<file path="config.mk">
export PLATFORM = sky130hd
export DESIGN_NAME = gregorian_date_arithmetic
export DESIGN_NICKNAME = d
export VERILOG_FILES = /design/src/hw/rtl/gda_pkg.sv /design/src/hw/rtl/gregorian_date_arithmetic.sv /design/src/hw/rtl/gda_ctrl.sv /design/src/hw/rtl/gda_dpath.sv
export VERILOG_INCLUDE_DIRS = /design/src /design/src/hw/rtl
export SDC_FILE = /design/constraint.sdc
export NUM_CORES = 2
export LEC_CHECK = 0
export BUFFER_PORTS_ARGS = -buffer_cell sky130_fd_sc_hd__buf_2
export CORE_MARGIN = 2
export CORE_UTILIZATION = 45
export CTS_CLUSTER_DIAMETER = 150
export CTS_CLUSTER_SIZE = 25
export DETAILED_ROUTE_END_ITERATION = 10
export MAX_ROUTING_LAYER = met4
export PLACE_DENSITY = 0.66
export SLEW_MARGIN = 20
export SYNTH_ARGS = -nofsm -noshare
export SYNTH_HDL_FRONTEND = slang
export SYNTH_SLANG_ARGS = --single-unit
</file>
<file path="constraint.sdc">
create_clock -name clk -period 9.5 [get_ports clk]
set_input_delay 1.9 -clock clk [delete_from_list [all_inputs] [get_ports clk]]
set_output_delay 1.9 -clock clk [all_outputs]
set_load 0.03 [all_outputs]
</file>
<file path="src/hw/rtl/gregorian_date_arithmetic_assert.svh">
// ----------------------------------------------------------------------------
// Assertion macros for the Gregorian date arithmetic unit
// Property templates for the checks in the top-level file of the block.
// ----------------------------------------------------------------------------
`ifndef GREGORIAN_DATE_ARITHMETIC_ASSERT_SVH
`define GREGORIAN_DATE_ARITHMETIC_ASSERT_SVH

// Check that a condition holds in the same cycle as its trigger
`define GDA_ASSERT_SAME(label, clk, rst_n, ante, cons) \
    label: assert property (@(posedge clk) disable iff (!rst_n) (ante) |-> (cons)) \
        else $error("gregorian_date_arithmetic: same-cycle check failed");

// Check that a condition holds in the cycle after its trigger
`define GDA_ASSERT_NEXT(label, clk, rst_n, ante, cons) \
    label: assert property (@(posedge clk) disable iff (!rst_n) (ante) |=> (cons)) \
        else $error("gregorian_date_arithmetic: next-cycle check failed");

`endif

</file>
<file path="src/hw/rtl/gda_pkg.sv">
// ----------------------------------------------------------------------------
// gda_pkg
// Types, constants and calendar helpers for the date arithmetic unit.
// ----------------------------------------------------------------------------
package gda_pkg;

    // Calendar limits
    localparam logic [13:0] YEAR_MAX   = 14'd9999;
    localparam logic [22:0] TOTAL_DAYS = 23'd3652425;

    // Reciprocal of 100, exact for 15-bit inputs with a 19-bit shift
    localparam logic [12:0] DIV100_MUL = 13'd5243;
    // Reciprocal of the mean year length, 2^23 / 365.2425
    localparam logic [14:0] EST_MUL    = 15'd22967;

    // Item modes
    localparam logic MODE_SHIFT = 1'b0;
    localparam logic MODE_CMP   = 1'b1;

    typedef enum logic [1:0] {
        ST_OK       = 2'd0,
        ST_BAD_DATE = 2'd1,
        ST_RANGE    = 2'd2
    } st_code_t;

    typedef enum logic [3:0] {
        OP_NONE,
        OP_LOAD,
        OP_YS1,
        OP_YS2,
        OP_YS3,
        OP_DATE_A,
        OP_DATE_B,
        OP_ADD,
        OP_EST,
        OP_YDEC,
        OP_YINC,
        OP_REM,
        OP_MSTEP,
        OP_FINISH
    } dp_op_t;

    typedef enum logic [3:0] {
        S_IDLE,
        S_YS1,
        S_YS2,
        S_YS3,
        S_DATE_A,
        S_DATE_B,
        S_CHECK,
        S_RANGE,
        S_FIX,
        S_MWALK,
        S_CMP
    } ctrl_state_t;

    typedef enum logic [1:0] {
        RET_A,
        RET_B,
        RET_SEARCH
    } ret_sel_t;

    typedef struct packed {
        dp_op_t   op;
        st_code_t code;
    } dp_cmd_t;

    typedef struct packed {
        logic mode_cmp;
        logic a_invalid;
        logic b_invalid;
        logic out_of_range;
        logic ys_above;
        logic rem_past_year;
        logic month_more;
    } dp_sts_t;

    // Divide a value below 25600 by 100
    function automatic logic [7:0] div100(input logic [14:0] x);
        logic [27:0] prod;
        begin
            prod = 28'(x) * 28'(DIV100_MUL);
            return prod[26:19];
        end
    endfunction

    // Length of a month, zero for a month number outside 1..12
    function automatic logic [4:0] days_in_month(input logic [3:0] m, input logic leap);
        logic [4:0] len;
        begin
            case (m)
                4'd1, 4'd3, 4'd5, 4'd7, 4'd8, 4'd10, 4'd12: len = 5'd31;
                4'd4, 4'd6, 4'd9, 4'd11:                    len = 5'd30;
                4'd2:                                       len = leap ? 5'd29 : 5'd28;
                default:                                    len = 5'd0;
            endcase
            return len;
        end
    endfunction

    // Days in a common year before the first of a month
    function automatic logic [8:0] days_before_month(input logic [3:0] m);
        logic [8:0] cum;
        begin
            case (m)
                4'd2:    cum = 9'd31;
                4'd3:    cum = 9'd59;
                4'd4:    cum = 9'd90;
                4'd5:    cum = 9'd120;
                4'd6:    cum = 9'd151;
                4'd7:    cum = 9'd181;
                4'd8:    cum = 9'd212;
                4'd9:    cum = 9'd243;
                4'd10:   cum = 9'd273;
                4'd11:   cum = 9'd304;
                4'd12:   cum = 9'd334;
                default: cum = 9'd0;
            endcase
            return cum;
        end
    endfunction

endpackage

</file>
<file path="src/hw/rtl/gregorian_date_arithmetic.sv">
// ----------------------------------------------------------------------------
// gregorian_date_arithmetic
// Gregorian date unit: shift a date by a signed day count, or give the
// day distance and order of two dates.
//
//   Channel   Handshake          Fields
//   -------   ----------------   -------------------------------------------
//   command   start / busy       mode, year_a, month_a, day_a, offset_days,
//                                year_b, month_b, day_b
//   result    done (one cycle)   res_year, res_month, res_day, distance,
//                                a_greater, dates_equal, status
//
// A compare works out the year start and day number of each date, then
// finishes. A shift finishes early on a bad date or an out-of-range result;
// otherwise it estimates the year, steps it down or up until it fits, and
// walks the months. busy drops in the cycle done is shown, so a new command may
// transfer then. The receiver cannot hold off a result; it holds until
// the next done. No clearing pass follows reset.
// ----------------------------------------------------------------------------
module gregorian_date_arithmetic (
    input  logic               clk,
    input  logic               rst_n,
    input  logic               start,
    output logic               busy,
    input  logic               mode,
    input  logic [13:0]        year_a,
    input  logic [3:0]         month_a,
    input  logic [4:0]         day_a,
    input  logic signed [22:0] offset_days,
    input  logic [13:0]        year_b,
    input  logic [3:0]         month_b,
    input  logic [4:0]         day_b,
    output logic               done,
    output logic [13:0]        res_year,
    output logic [3:0]         res_month,
    output logic [4:0]         res_day,
    output logic [21:0]        distance,
    output logic               a_greater,
    output logic               dates_equal,
    output logic [1:0]         status
);
    import gda_pkg::*;

    dp_cmd_t cmd;
    dp_sts_t sts;

    // Sequencer
    gda_ctrl u_ctrl (
        .clk   (clk),
        .rst_n (rst_n),
        .start (start),
        .sts   (sts),
        .cmd   (cmd),
        .busy  (busy),
        .done  (done)
    );

    // Datapath
    gda_dpath u_dpath (
        .clk         (clk),
        .cmd         (cmd),
        .sts         (sts),
        .mode        (mode),
        .year_a      (year_a),
        .month_a     (month_a),
        .day_a       (day_a),
        .offset_days (offset_days),
        .year_b      (year_b),
        .month_b     (month_b),
        .day_b       (day_b),
        .res_year    (res_year),
        .res_month   (res_month),
        .res_day     (res_day),
        .distance    (distance),
        .a_greater   (a_greater),
        .dates_equal (dates_equal),
        .status      (status)
    );

    // Checks
`include "gregorian_date_arithmetic_assert.svh"

    `GDA_ASSERT_SAME(a_done_idle, clk, rst_n, done, !busy)
    `GDA_ASSERT_NEXT(a_transfer_busy, clk, rst_n, start && !busy, busy)
    `GDA_ASSERT_SAME(a_status_code, clk, rst_n, done, status == ST_OK || status == ST_BAD_DATE || status == ST_RANGE)
    `GDA_ASSERT_SAME(a_equal_dist, clk, rst_n, done && dates_equal, distance == 22'd0 && !a_greater)

endmodule

</file>
<file path="src/hw/rtl/gda_ctrl.sv">
// ----------------------------------------------------------------------------
// gda_ctrl
// Sequencer for the date unit: steps the datapath through year-start,
// day-number, year search and month walk operations.
// ----------------------------------------------------------------------------
module gda_ctrl (
    input  logic            clk,
    input  logic            rst_n,
    input  logic            start,
    input  gda_pkg::dp_sts_t sts,
    output gda_pkg::dp_cmd_t cmd,
    output logic            busy,
    output logic            done
);
    import gda_pkg::*;

    ctrl_state_t state_reg, state_next;
    ret_sel_t    ret_reg, ret_next;
    logic        done_reg;

    // State, return selector and result strobe
    always_ff @(posedge clk or negedge rst_n)
    begin
        if (!rst_n)
        begin
            state_reg <= S_IDLE;
            ret_reg   <= RET_A;
            done_reg  <= 1'b0;
        end
        else
        begin
            state_reg <= state_next;
            ret_reg   <= ret_next;
            done_reg  <= (cmd.op == OP_FINISH);
        end
    end

    // Next state and datapath commands
    always_comb
    begin
        state_next = state_reg;
        ret_next   = ret_reg;
        cmd.op     = OP_NONE;
        cmd.code   = ST_OK;
        case (state_reg)
            S_IDLE:
            begin
                if (start)
                begin
                    cmd.op     = OP_LOAD;
                    ret_next   = RET_A;
                    state_next = S_YS1;
                end
            end
            S_YS1:
            begin
                cmd.op     = OP_YS1;
                state_next = S_YS2;
            end
            S_YS2:
            begin
                cmd.op     = OP_YS2;
                state_next = S_YS3;
            end
            S_YS3:
            begin
                cmd.op = OP_YS3;
                case (ret_reg)
                    RET_A:   state_next = S_DATE_A;
                    RET_B:   state_next = S_DATE_B;
                    default: state_next = S_FIX;
                endcase
            end
            S_DATE_A:
            begin
                cmd.op = OP_DATE_A;
                if (sts.mode_cmp)
                begin
                    ret_next   = RET_B;
                    state_next = S_YS1;
                end
                else
                begin
                    state_next = S_CHECK;
                end
            end
            S_CHECK:
            begin
                if (sts.a_invalid)
                begin
                    cmd.op     = OP_FINISH;
                    cmd.code   = ST_BAD_DATE;
                    state_next = S_IDLE;
                end
                else
                begin
                    cmd.op     = OP_ADD;
                    state_next = S_RANGE;
                end
            end
            S_RANGE:
            begin
                if (sts.out_of_range)
                begin
                    cmd.op     = OP_FINISH;
                    cmd.code   = ST_RANGE;
                    state_next = S_IDLE;
                end
                else
                begin
                    cmd.op     = OP_EST;
                    ret_next   = RET_SEARCH;
                    state_next = S_YS1;
                end
            end
            S_FIX:
            begin
                if (sts.ys_above)
                begin
                    cmd.op     = OP_YDEC;
                    state_next = S_YS1;
                end
                else if (sts.rem_past_year)
                begin
                    cmd.op     = OP_YINC;
                    state_next = S_YS1;
                end
                else
                begin
                    cmd.op     = OP_REM;
                    state_next = S_MWALK;
                end
            end
            S_MWALK:
            begin
                if (sts.month_more)
                begin
                    cmd.op = OP_MSTEP;
                end
                else
                begin
                    cmd.op     = OP_FINISH;
                    state_next = S_IDLE;
                end
            end
            S_DATE_B:
            begin
                cmd.op     = OP_DATE_B;
                state_next = S_CMP;
            end
            S_CMP:
            begin
                cmd.op     = OP_FINISH;
                cmd.code   = (sts.a_invalid || sts.b_invalid) ? ST_BAD_DATE : ST_OK;
                state_next = S_IDLE;
            end
            default:
            begin
                state_next = S_IDLE;
            end
        endcase
    end

    assign busy = (state_reg != S_IDLE);
    assign done = done_reg;

endmodule

</file>
<file path="src/hw/rtl/gda_dpath.sv">
// ----------------------------------------------------------------------------
// gda_dpath
// Datapath for the date unit: input capture, year-start and leap
// evaluation, day numbers, year estimate and search, month walk, results.
// ----------------------------------------------------------------------------
module gda_dpath (
    input  logic                    clk,
    input  gda_pkg::dp_cmd_t        cmd,
    output gda_pkg::dp_sts_t        sts,
    input  logic                    mode,
    input  logic [13:0]             year_a,
    input  logic [3:0]              month_a,
    input  logic [4:0]              day_a,
    input  logic signed [22:0]      offset_days,
    input  logic [13:0]             year_b,
    input  logic [3:0]              month_b,
    input  logic [4:0]              day_b,
    output logic [13:0]             res_year,
    output logic [3:0]              res_month,
    output logic [4:0]              res_day,
    output logic [21:0]             distance,
    output logic                    a_greater,
    output logic                    dates_equal,
    output logic [1:0]              status
);
    import gda_pkg::*;

    // Captured item
    logic               mode_reg;
    logic [13:0]        ya_reg, yb_reg;
    logic [3:0]         ma_reg, mb_reg;
    logic [4:0]         da_reg, db_reg;
    logic signed [22:0] off_reg;

    // Working registers
    logic [13:0]        yr_reg;
    logic [7:0]         q_reg, b_reg;
    logic [22:0]        ys_reg;
    logic               leap_reg;
    logic [22:0]        na_reg, nb_reg;
    logic               a_ok_reg, b_ok_reg;
    logic signed [23:0] n_reg;
    logic [3:0]         mo_reg;

    // Result registers
    logic [13:0]        res_year_reg;
    logic [3:0]         res_month_reg;
    logic [4:0]         res_day_reg;
    logic [21:0]        distance_reg;
    logic               a_greater_reg, dates_equal_reg;
    logic [1:0]         status_reg;

    // Year-start terms
    logic [14:0] yr_p99, yr_p399, yr_p3, b_hund;
    logic [22:0] yr_x365, ys_sum;
    logic        hund_year, leap_calc;

    // Day numbers
    logic [4:0]  dim_a, dim_b, dim_cur;
    logic        valid_a, valid_b;
    logic [22:0] num_a, num_b;

    // Search and compare
    logic [23:0]        ys_ext;
    logic signed [23:0] rem_s, sum_s;
    logic [8:0]         diy;
    logic [36:0]        est_prod;
    logic [13:0]        est_year;
    logic [22:0]        diff;
    logic               date_ok, cmp_ok;

    // Year start: 365y + ceil(y/4) - ceil(y/100) + ceil(y/400)
    assign yr_p99  = 15'(yr_reg) + 15'd99;
    assign yr_p399 = 15'(yr_reg) + 15'd399;
    assign yr_p3   = 15'(yr_reg) + 15'd3;
    assign yr_x365 = 23'({yr_reg, 8'b0}) + 23'({yr_reg, 6'b0}) + 23'({yr_reg, 5'b0})
                   + 23'({yr_reg, 3'b0}) + 23'({yr_reg, 2'b0}) + 23'(yr_reg);
    assign ys_sum  = yr_x365 + 23'(yr_p3[14:2]) - 23'(b_reg) + 23'(q_reg);

    // Leap year: b holds ceil(y/100), so y is a century year when b*100 == y
    assign b_hund    = 15'({b_reg, 6'b0}) + 15'({b_reg, 5'b0}) + 15'({b_reg, 2'b0});
    assign hund_year = (b_hund == 15'(yr_reg));
    assign leap_calc = hund_year ? (b_reg[1:0] == 2'd0) : (yr_reg[1:0] == 2'd0);

    // Validate and number the primary and second dates
    assign dim_a   = days_in_month(ma_reg, leap_reg);
    assign dim_b   = days_in_month(mb_reg, leap_reg);
    assign valid_a = (ya_reg <= YEAR_MAX) && (dim_a != 5'd0) && (da_reg != 5'd0)
                  && (da_reg <= dim_a);
    assign valid_b = (yb_reg <= YEAR_MAX) && (dim_b != 5'd0) && (db_reg != 5'd0)
                  && (db_reg <= dim_b);
    assign num_a   = ys_reg + 23'(days_before_month(ma_reg))
                   + 23'(leap_reg && (ma_reg > 4'd2)) + 23'(da_reg) - 23'd1;
    assign num_b   = ys_reg + 23'(days_before_month(mb_reg))
                   + 23'(leap_reg && (mb_reg > 4'd2)) + 23'(db_reg) - 23'd1;

    // Shifted day number and year estimate
    assign sum_s    = $signed({1'b0, na_reg}) + $signed({off_reg[22], off_reg});
    assign est_prod = 37'(n_reg[21:0]) * 37'(EST_MUL);
    assign est_year = (est_prod[36:23] > YEAR_MAX) ? YEAR_MAX : est_prod[36:23];

    // Year search and month walk tests
    assign ys_ext  = {1'b0, ys_reg};
    assign rem_s   = n_reg - $signed(ys_ext);
    assign diy     = leap_reg ? 9'd366 : 9'd365;
    assign dim_cur = days_in_month(mo_reg, leap_reg);

    assign sts.mode_cmp      = (mode_reg == MODE_CMP);
    assign sts.a_invalid     = !a_ok_reg;
    assign sts.b_invalid     = !b_ok_reg;
    assign sts.out_of_range  = (n_reg < 24'sd0) || (n_reg >= $signed({1'b0, TOTAL_DAYS}));
    assign sts.ys_above      = ($signed(ys_ext) > n_reg);
    assign sts.rem_past_year = !sts.ys_above && (rem_s[22:0] >= 23'(diy));
    assign sts.month_more    = (mo_reg != 4'd12) && (n_reg >= $signed({19'b0, dim_cur}));

    // Compare results
    assign diff    = (na_reg >= nb_reg) ? (na_reg - nb_reg) : (nb_reg - na_reg);
    assign date_ok = (mode_reg == MODE_SHIFT) && (cmd.code == ST_OK);
    assign cmp_ok  = (mode_reg == MODE_CMP) && (cmd.code == ST_OK);

    // Execute the command of this cycle
    always_ff @(posedge clk)
    begin
        case (cmd.op)
            OP_LOAD:
            begin
                mode_reg <= mode;
                ya_reg   <= year_a;
                ma_reg   <= month_a;
                da_reg   <= day_a;
                off_reg  <= offset_days;
                yb_reg   <= year_b;
                mb_reg   <= month_b;
                db_reg   <= day_b;
                yr_reg   <= year_a;
            end
            OP_YS1:
            begin
                q_reg <= div100(yr_p99);
            end
            OP_YS2:
            begin
                b_reg <= q_reg;
                q_reg <= div100({2'b0, yr_p399[14:2]});
            end
            OP_YS3:
            begin
                ys_reg   <= ys_sum;
                leap_reg <= leap_calc;
            end
            OP_DATE_A:
            begin
                na_reg   <= num_a;
                a_ok_reg <= valid_a;
                yr_reg   <= yb_reg;
            end
            OP_DATE_B:
            begin
                nb_reg   <= num_b;
                b_ok_reg <= valid_b;
            end
            OP_ADD:
            begin
                n_reg <= sum_s;
            end
            OP_EST:
            begin
                yr_reg <= est_year;
            end
            OP_YDEC:
            begin
                yr_reg <= yr_reg - 14'd1;
            end
            OP_YINC:
            begin
                yr_reg <= yr_reg + 14'd1;
            end
            OP_REM:
            begin
                n_reg  <= rem_s;
                mo_reg <= 4'd1;
            end
            OP_MSTEP:
            begin
                n_reg  <= n_reg - $signed({19'b0, dim_cur});
                mo_reg <= mo_reg + 4'd1;
            end
            OP_FINISH:
            begin
                res_year_reg    <= date_ok ? yr_reg : ya_reg;
                res_month_reg   <= date_ok ? mo_reg : ma_reg;
                res_day_reg     <= date_ok ? (n_reg[4:0] + 5'd1) : da_reg;
                distance_reg    <= cmp_ok ? diff[21:0] : 22'd0;
                a_greater_reg   <= cmp_ok && (na_reg > nb_reg);
                dates_equal_reg <= cmp_ok && (na_reg == nb_reg);
                status_reg      <= cmd.code;
            end
            default:
            begin
            end
        endcase
    end

    assign res_year    = res_year_reg;
    assign res_month   = res_month_reg;
    assign res_day     = res_day_reg;
    assign distance    = distance_reg;
    assign a_greater   = a_greater_reg;
    assign dates_equal = dates_equal_reg;
    assign status      = status_reg;

endmodule

</file>
; ---- Word level (Yosys, flattened, before mapping)
; Memory sizes are Yosys's and may differ from the RTL's. A register that Yosys moved wholly into a read port is not among the register bits.
; Index checks and enable logic that the tools add are counted.
[totals]
regBits = 256
input_bits = 73
mem_count = 2
mem_bits_ro = 288
[op_classes]
addsub = 30
order_cmp = 14
n_eq_ne = 67
bitwise_logic = 1
reduce_logical = 42
n_mul = 3
mux = 41
[memory_table]
columns = memory, words, word_bits, read_ports, rd_clocked_by_memory_dff, write_ports, line
row1 = (name not given), 16, 9, 1, 1, 0, gda_pkg.sv:105  ; case (m)
row2 = (name not given), 16, 9, 1, 1, 0, gda_pkg.sv:105
[ops]
columns = operator, count
row1 = 4-bit equality test (second input constant), 24
row2 = 4-bit by 3-bit equality test with 1-bit output (second input constant), 20
row3 = 24-bit one-hot mux with 3 select lines, 1
row4 = 14-bit one-hot mux with 5 select lines, 1
row5 = 23-bit by 1-bit adder with 23-bit output, 2
row6 = 23-bit by 5-bit adder with 23-bit output, 2
row7 = 23-bit by 9-bit adder with 23-bit output, 2
row8 = 23-bit by 1-bit subtractor with 23-bit output (second input constant), 2
row9 = 5-bit one-hot mux with 3 select lines, 3
row10 = 4-bit one-hot mux with 11 select lines, 1
row11 = 22-bit subtractor, 2
row12 = 4-bit by 2-bit equality test with 1-bit output (second input constant), 10
row13 = 4-bit one-hot mux with 10 select lines, 1
row14 = 22-bit by 15-bit multiplier with 37-bit output (second input constant), 1
row15 = 4-bit two-way mux, 9
row16 = 14-bit <= comparator (second input constant), 2
row17 = 14-bit two-way mux, 2
row18 = 15-bit by 13-bit multiplier with 27-bit output (second input constant), 1
row19 = 13-bit by 13-bit multiplier with 26-bit output (second input constant), 1
row20 = 5-bit nonzero test, 5
row21 = 24-bit by 23-bit adder with 24-bit output, 1
row22 = 24-bit by 23-bit >= comparator with 1-bit output (second input constant), 1
row23 = 24-bit by 6-bit >= comparator with 1-bit output, 1
row24 = 24-bit > comparator, 1
row25 = 54 further kinds, 102

; ---- Logic depth before layout (Yosys ltp)
[logic_depth]
depth_word = 9
ltp_mapped = 34

; ---- By module
; Synthesis repeated with hierarchy kept, for this count alone.
[unflattened]
cells_unflattened = 3713
area_unflattened_um2 = 36710.2
[modules_own_cells]
columns = mod, area_each_um2, seq_area_each_um2, n_inst, cells_per_inst
row1 = gda_dpath, 36000.8, 7837.5, 1, 3624
row2 = gda_ctrl, 709.4, 175.2, 1, 89

; ---- Worst setup path after synthesis
; Ideal clock, no wire load.
[synth_path]
kind = register to register
from = register u_dpath.yr_reg[2]
to = register u_dpath.q_reg[6] (data pin)
period_less_slack_ps = 7798
stages_incl_launch_ff = 31
path_slack_ps = 1702
required_time_ps = 9226
setup_time_ps = 274
path_buffers = 1
t_arrival_ps = 7523
path_cell_list = edfxtp_1 -> clkbuf_1 -> inv_1 -> ha_1 -> a21boi_0 -> nor2b_1 -> nor2_1 -> nor2b_1 -> or3_1 -> nor2b_1 -> xnor2_1 -> inv_1 -> fa_1 -> inv_1 -> ha_1 -> fa_1 -> fa_1 -> fa_1 -> ha_1 -> a22oi_1 -> nand2_1 -> o2111ai_1 -> a21oi_1 -> a221o_1 -> a21oi_1 -> o21bai_1 -> a2111o_1 -> a31oi_1 -> xnor2_1 -> nand2_1 -> o31ai_1
[synth_between]
elab_chain_len = 3
word_cells_on_any_way = 5
classes_between = add/sub (2) / mul (2) / mux (1)
[synth_lines]
columns = element, line
row1 = from (decl), gda_dpath.sv:36  ; logic [13:0] yr_reg;
row2 = from (signal assigned), gda_dpath.sv:135  ; yr_reg <= year_a;
row3 = from (signal assigned), gda_dpath.sv:155  ; yr_reg <= yb_reg;
row4 = from (signal assigned), gda_dpath.sv:168  ; yr_reg <= est_year;
row5 = 14-bit by 7-bit adder with 15-bit output or 14-bit by 9-bit adder with 15-bit output (tied branches), "gda_dpath.sv:73, gda_dpath.sv:74"
row6 = 15-bit by 13-bit multiplier with 27-bit output or 13-bit by 13-bit multiplier with 26-bit output (tied branches), gda_pkg.sv:82  ; prod = 28'(x) * 28'(DIV100_MUL);
row7 = 8-bit one-hot mux with 2 select lines *, gda_dpath.sv:124  ; case (cmd.op)
row8 = to (signal assigned), gda_dpath.sv:139  ; q_reg <= div100(yr_p99);
row9 = to (signal assigned), gda_dpath.sv:144  ; q_reg <= div100({2'b0, yr_p399[14:2]});
row10 = to (decl), gda_dpath.sv:37  ; logic [7:0] q_reg, b_reg;
; Mark *: on every way between the ends. The rest lies on a longest branch, timed or not.
; A chain may end at the register's enable or synchronous reset.

; ---- Final worst setup path
[layout_path]
from = register u_dpath.n_reg[0]
to = register u_dpath.yr_reg[13] (data pin)
[layout_between]
elab_chain_len = 8
word_cells_on_any_way = 24
classes_between = add/sub (1) / mul (1) / order compare (6) / eq/ne (5) / mux (7) / reduce/logical (4)
[layout_lines]
columns = element, line
row1 = from (decl), gda_dpath.sv:42  ; logic signed [23:0] n_reg;
row2 = from (signal assigned), gda_dpath.sv:164  ; n_reg <= sum_s;
row3 = from (signal assigned), gda_dpath.sv:180  ; n_reg <= rem_s;
row4 = from (signal assigned), gda_dpath.sv:185  ; n_reg <= n_reg - $signed({19'b0, dim_cur});
row5 = "parallel branches: the longest is 7 deep, another holds 22-bit by 15-bit multiplier with 37-bit output", -
row6 = 14-bit one-hot mux with 5 select lines *, gda_dpath.sv:124
; Mark *: on every way between the ends.

==> flow_metrics.py <==
metrics = {
    "global_routing": {
        "gr-total-overflow": 0,
        "grt_pass1_vias": 25700,
        "antenna_found_initial": 5,
        "gr-usage-all-layers_pct": 23.5,
        "grt_pass1_wl_um": 146000,
        "grt_max_degree": 47,
    },
    "worst_setup_path": {
        "crit_path_end_kind": "flip-flop",
        "critical_path_class": "reg -> reg",
        "r2r_slack_ps": 920,
        "arrival_ps": 8990,
        "required_ps": 9910,
        "crit_fanout": 15,
        "worst_setup_path_start_kind": "flip-flop",
    },
    "synthesis": {
        "async_reset_ff_share_pct": 2.55,
        "netlist_instances": 3623,
        "syn_area_um2": 36300,
        "synth_fp_nets": 4718,
        "ys_warn_count": 0,
        "syn_avg_cell_area_um2": 10.0,
        "ys_seq_area_share_pct": 22.1,
        "synth_top_area_share_pct": 22.7,
        "synth_flop_cell": "edfxtp_1",
        "yosysTopAreaCell": "ha_1",
        "yosys.cell_types.count": 83,
        "synth-edff-count": 249,
        "synth.ff_latch_count": 274,
        "synth_top_cells_by_area": "ha_1 23%, edfxtp_1 21%, fa_1 20%",
    },
    "final_layout": {
        "mostFrequentLayoutCells": "721 x inv_1, 659 x ha_1, 363 x fa_1",
        "final_cells": 4792,
        "nets": 4812,
        "drive_above_1_share_pct": 6.36,
        "syn2layout_area_growth_pct": 6.50,
        "largest_reg_flops": 24,
        "final_common_cell": "inv_1",
    },
    "placement": {
        "gp_congestion": 0.963,
        "place_hpwl_um": 78500,
        "dp_worst_setup_slack_ps": 1140,
        "io_buffers": 123,
        "placed_cells": 4759,
    },
    "die": {
        "die_w_um": 288,
        "die_area_um2": 82900,
        "pin_count": 124,
        "row_count": 104,
        "die_h_um": 288,
        "fp.coreArea_um2": 80200,
        "start_util_pct": 45.2,
    },
    "status": {
        "status": "complete, no violations",
    },
    "timing": {
        "worst_slew_pin_slew_ps": 997,
        "setup_tns_ps": 0,
        "finalMaxSlewViolations": 0,
        "setup_viol": 0,
        "fin_skew_ps": 30.8,
        "hold_slack_ps": 503,
        "worst_slack_ps": 916,
        "rsz0062_at_grt": "false",
        "slew_headroom_pct": 33.1,
        "period_minus_slack_ps": 8580,
        "hold_viol": 0,
        "max_freq_ghz": 0.116,
        "fin_crit_sh_pct": 90.4,
    },
    "routing": {
        "first_pass_iters": 6,
        "dr.first_iter.drc_count": 1749,
        "route.detailed.drc": 0,
        "avgViaCountPerCell": 5.29,
        "routed_wirelength_um": 92800,
        "num_vias": 25300,
        "wl_per_cell_um": 19.4,
        "ant_nets": 0,
    },
    "cts": {
        "cts.sinks": 274,
        "cts_resized": 0,
        "htree_levels": 1,
        "post-cts-setup-buffers": 0,
        "cts.path.max_buffers": 3,
        "cts-root-buf": "clkbuf_16",
        "clock_latency_ps": 550,
        "clk_pin_slew_worst_paths_ps": 110,
        "cts_tree": "done",
        "cts_hold_buf": 0,
        "cts_buffers": 16,
    },
    "flow_run": {
        "cap_violations": 0,
    },
    "hold_path": {
        "worstHoldPathType": "reg -> reg",
    },
}
worst paths after layout:
path | to | depth (start not counted) | startpoint
min reg2reg | u_dpath.b_reg[0] | 0 | u_dpath.q_reg[0]
min in group asynchronous | u_ctrl.done | 1 | rst_n
max | u_dpath.yr_reg[13] | 27 | u_dpath.n_reg[0]
min | u_dpath.b_reg[0] | 0 | u_dpath.q_reg[0]
max in group asynchronous | u_ctrl.state_reg[1] | 1 | rst_n
max reg2reg | u_dpath.yr_reg[13] | 27 | u_dpath.n_reg[0]
final cells by class:
cell class	count	area, µm²
Fill cell	7580	41500
Timing Repair Buffer	148	803
Clock inverter	4	56.3
Antenna cell	5	12.5
Clock buffer	24	452
Multi-Input combinational cell	2553	25200
Tap cell	1060	1330
Inverter	724	2720
Sequential cell	274	8010
metal layers:
layer | wire, µm | track usage [%]
met1 | 41300 | 30.8
met2 | 44900 | 38.9
met3 | 4110 | 2.61
met4 | 2450 | 5.56
met5 | 0 | -
metrics by stage:
step | utilization, % | cell area, µm²
2_1_floorplan | - | 36300
3_3_place_gp | 47.5 | 38100
3_5_place_dp | 47.5 | 38100
4_1_cts | 48.2 | 38600
5_1_grt | 48.2 | 38600
6_report | 48.2 | 38600
worst max-delay path: stages (launching register included):
cell      delay [ps]
edfxtp_1         650
inv_1            180
ha_1             260
fa_1             400
nand2b_1         200
a211oi_1         460
nor3_1           120
or4b_1           520
nor3_1           130
mux2_2           180
and2_1           120
a211oi_1         110
o32ai_1          710
or2_0            680
nand3_1          690
ha_1             530
a21o_1           170
a21o_1           190
a21oi_1          180
o21ai_0          140
a211oi_1         340
o21ai_0          210
a21o_1           220
a21oi_1          180
xnor2_1          110
or4_1            410
a21o_1           190
a31oi_1          160
cells by family (layout without fill, tap and decap cells):
| kind of cell | after synthesis | in the layout | share of synthesized area, % |
|---|---|---|---|
| AO/OA/AOI/OAI | 639 | 639 | 11.5 |
| XOR/XNOR | 239 | 239 | 5.77 |
| buffers and inverters | 796 | 900 | 8.39 |
| multiplexers | 52 | 52 | 1.55 |
| adder cells (fa/ha/maj) | 1022 | 1022 | 42.8 |
| flip-flops | 274 | 274 | 22.1 |
| AND/OR/NAND/NOR | 601 | 601 | 7.92 |
| other | 0 | 5 | 0 |
synthesized netlist by cell type (14+ instances only):
master,instances
o21a_1,32
mux2i_1,19
fa_1,363
clkbuf_1,57
nand2b_1,36
xnor2_1,171
nand4_1,22
a21o_1,69
nor2b_1,38
edfxtp_1,249
mux2_2,33
o211ai_1,19
a21oi_1,182
ha_1,659
a31oi_1,27
a21boi_0,17
o22ai_1,25
nor2_1,152
xor2_1,68
a211oi_1,14
inv_1,722
or3_1,16
and3_1,21
nand2_1,167
nor3_1,48
o21ai_0,120
nand3_1,56
o21bai_1,23
dfxtp_1,18
Power is not shown: default switching activity piles up to over one toggle a cycle in this logic, so the estimate is an artifact.
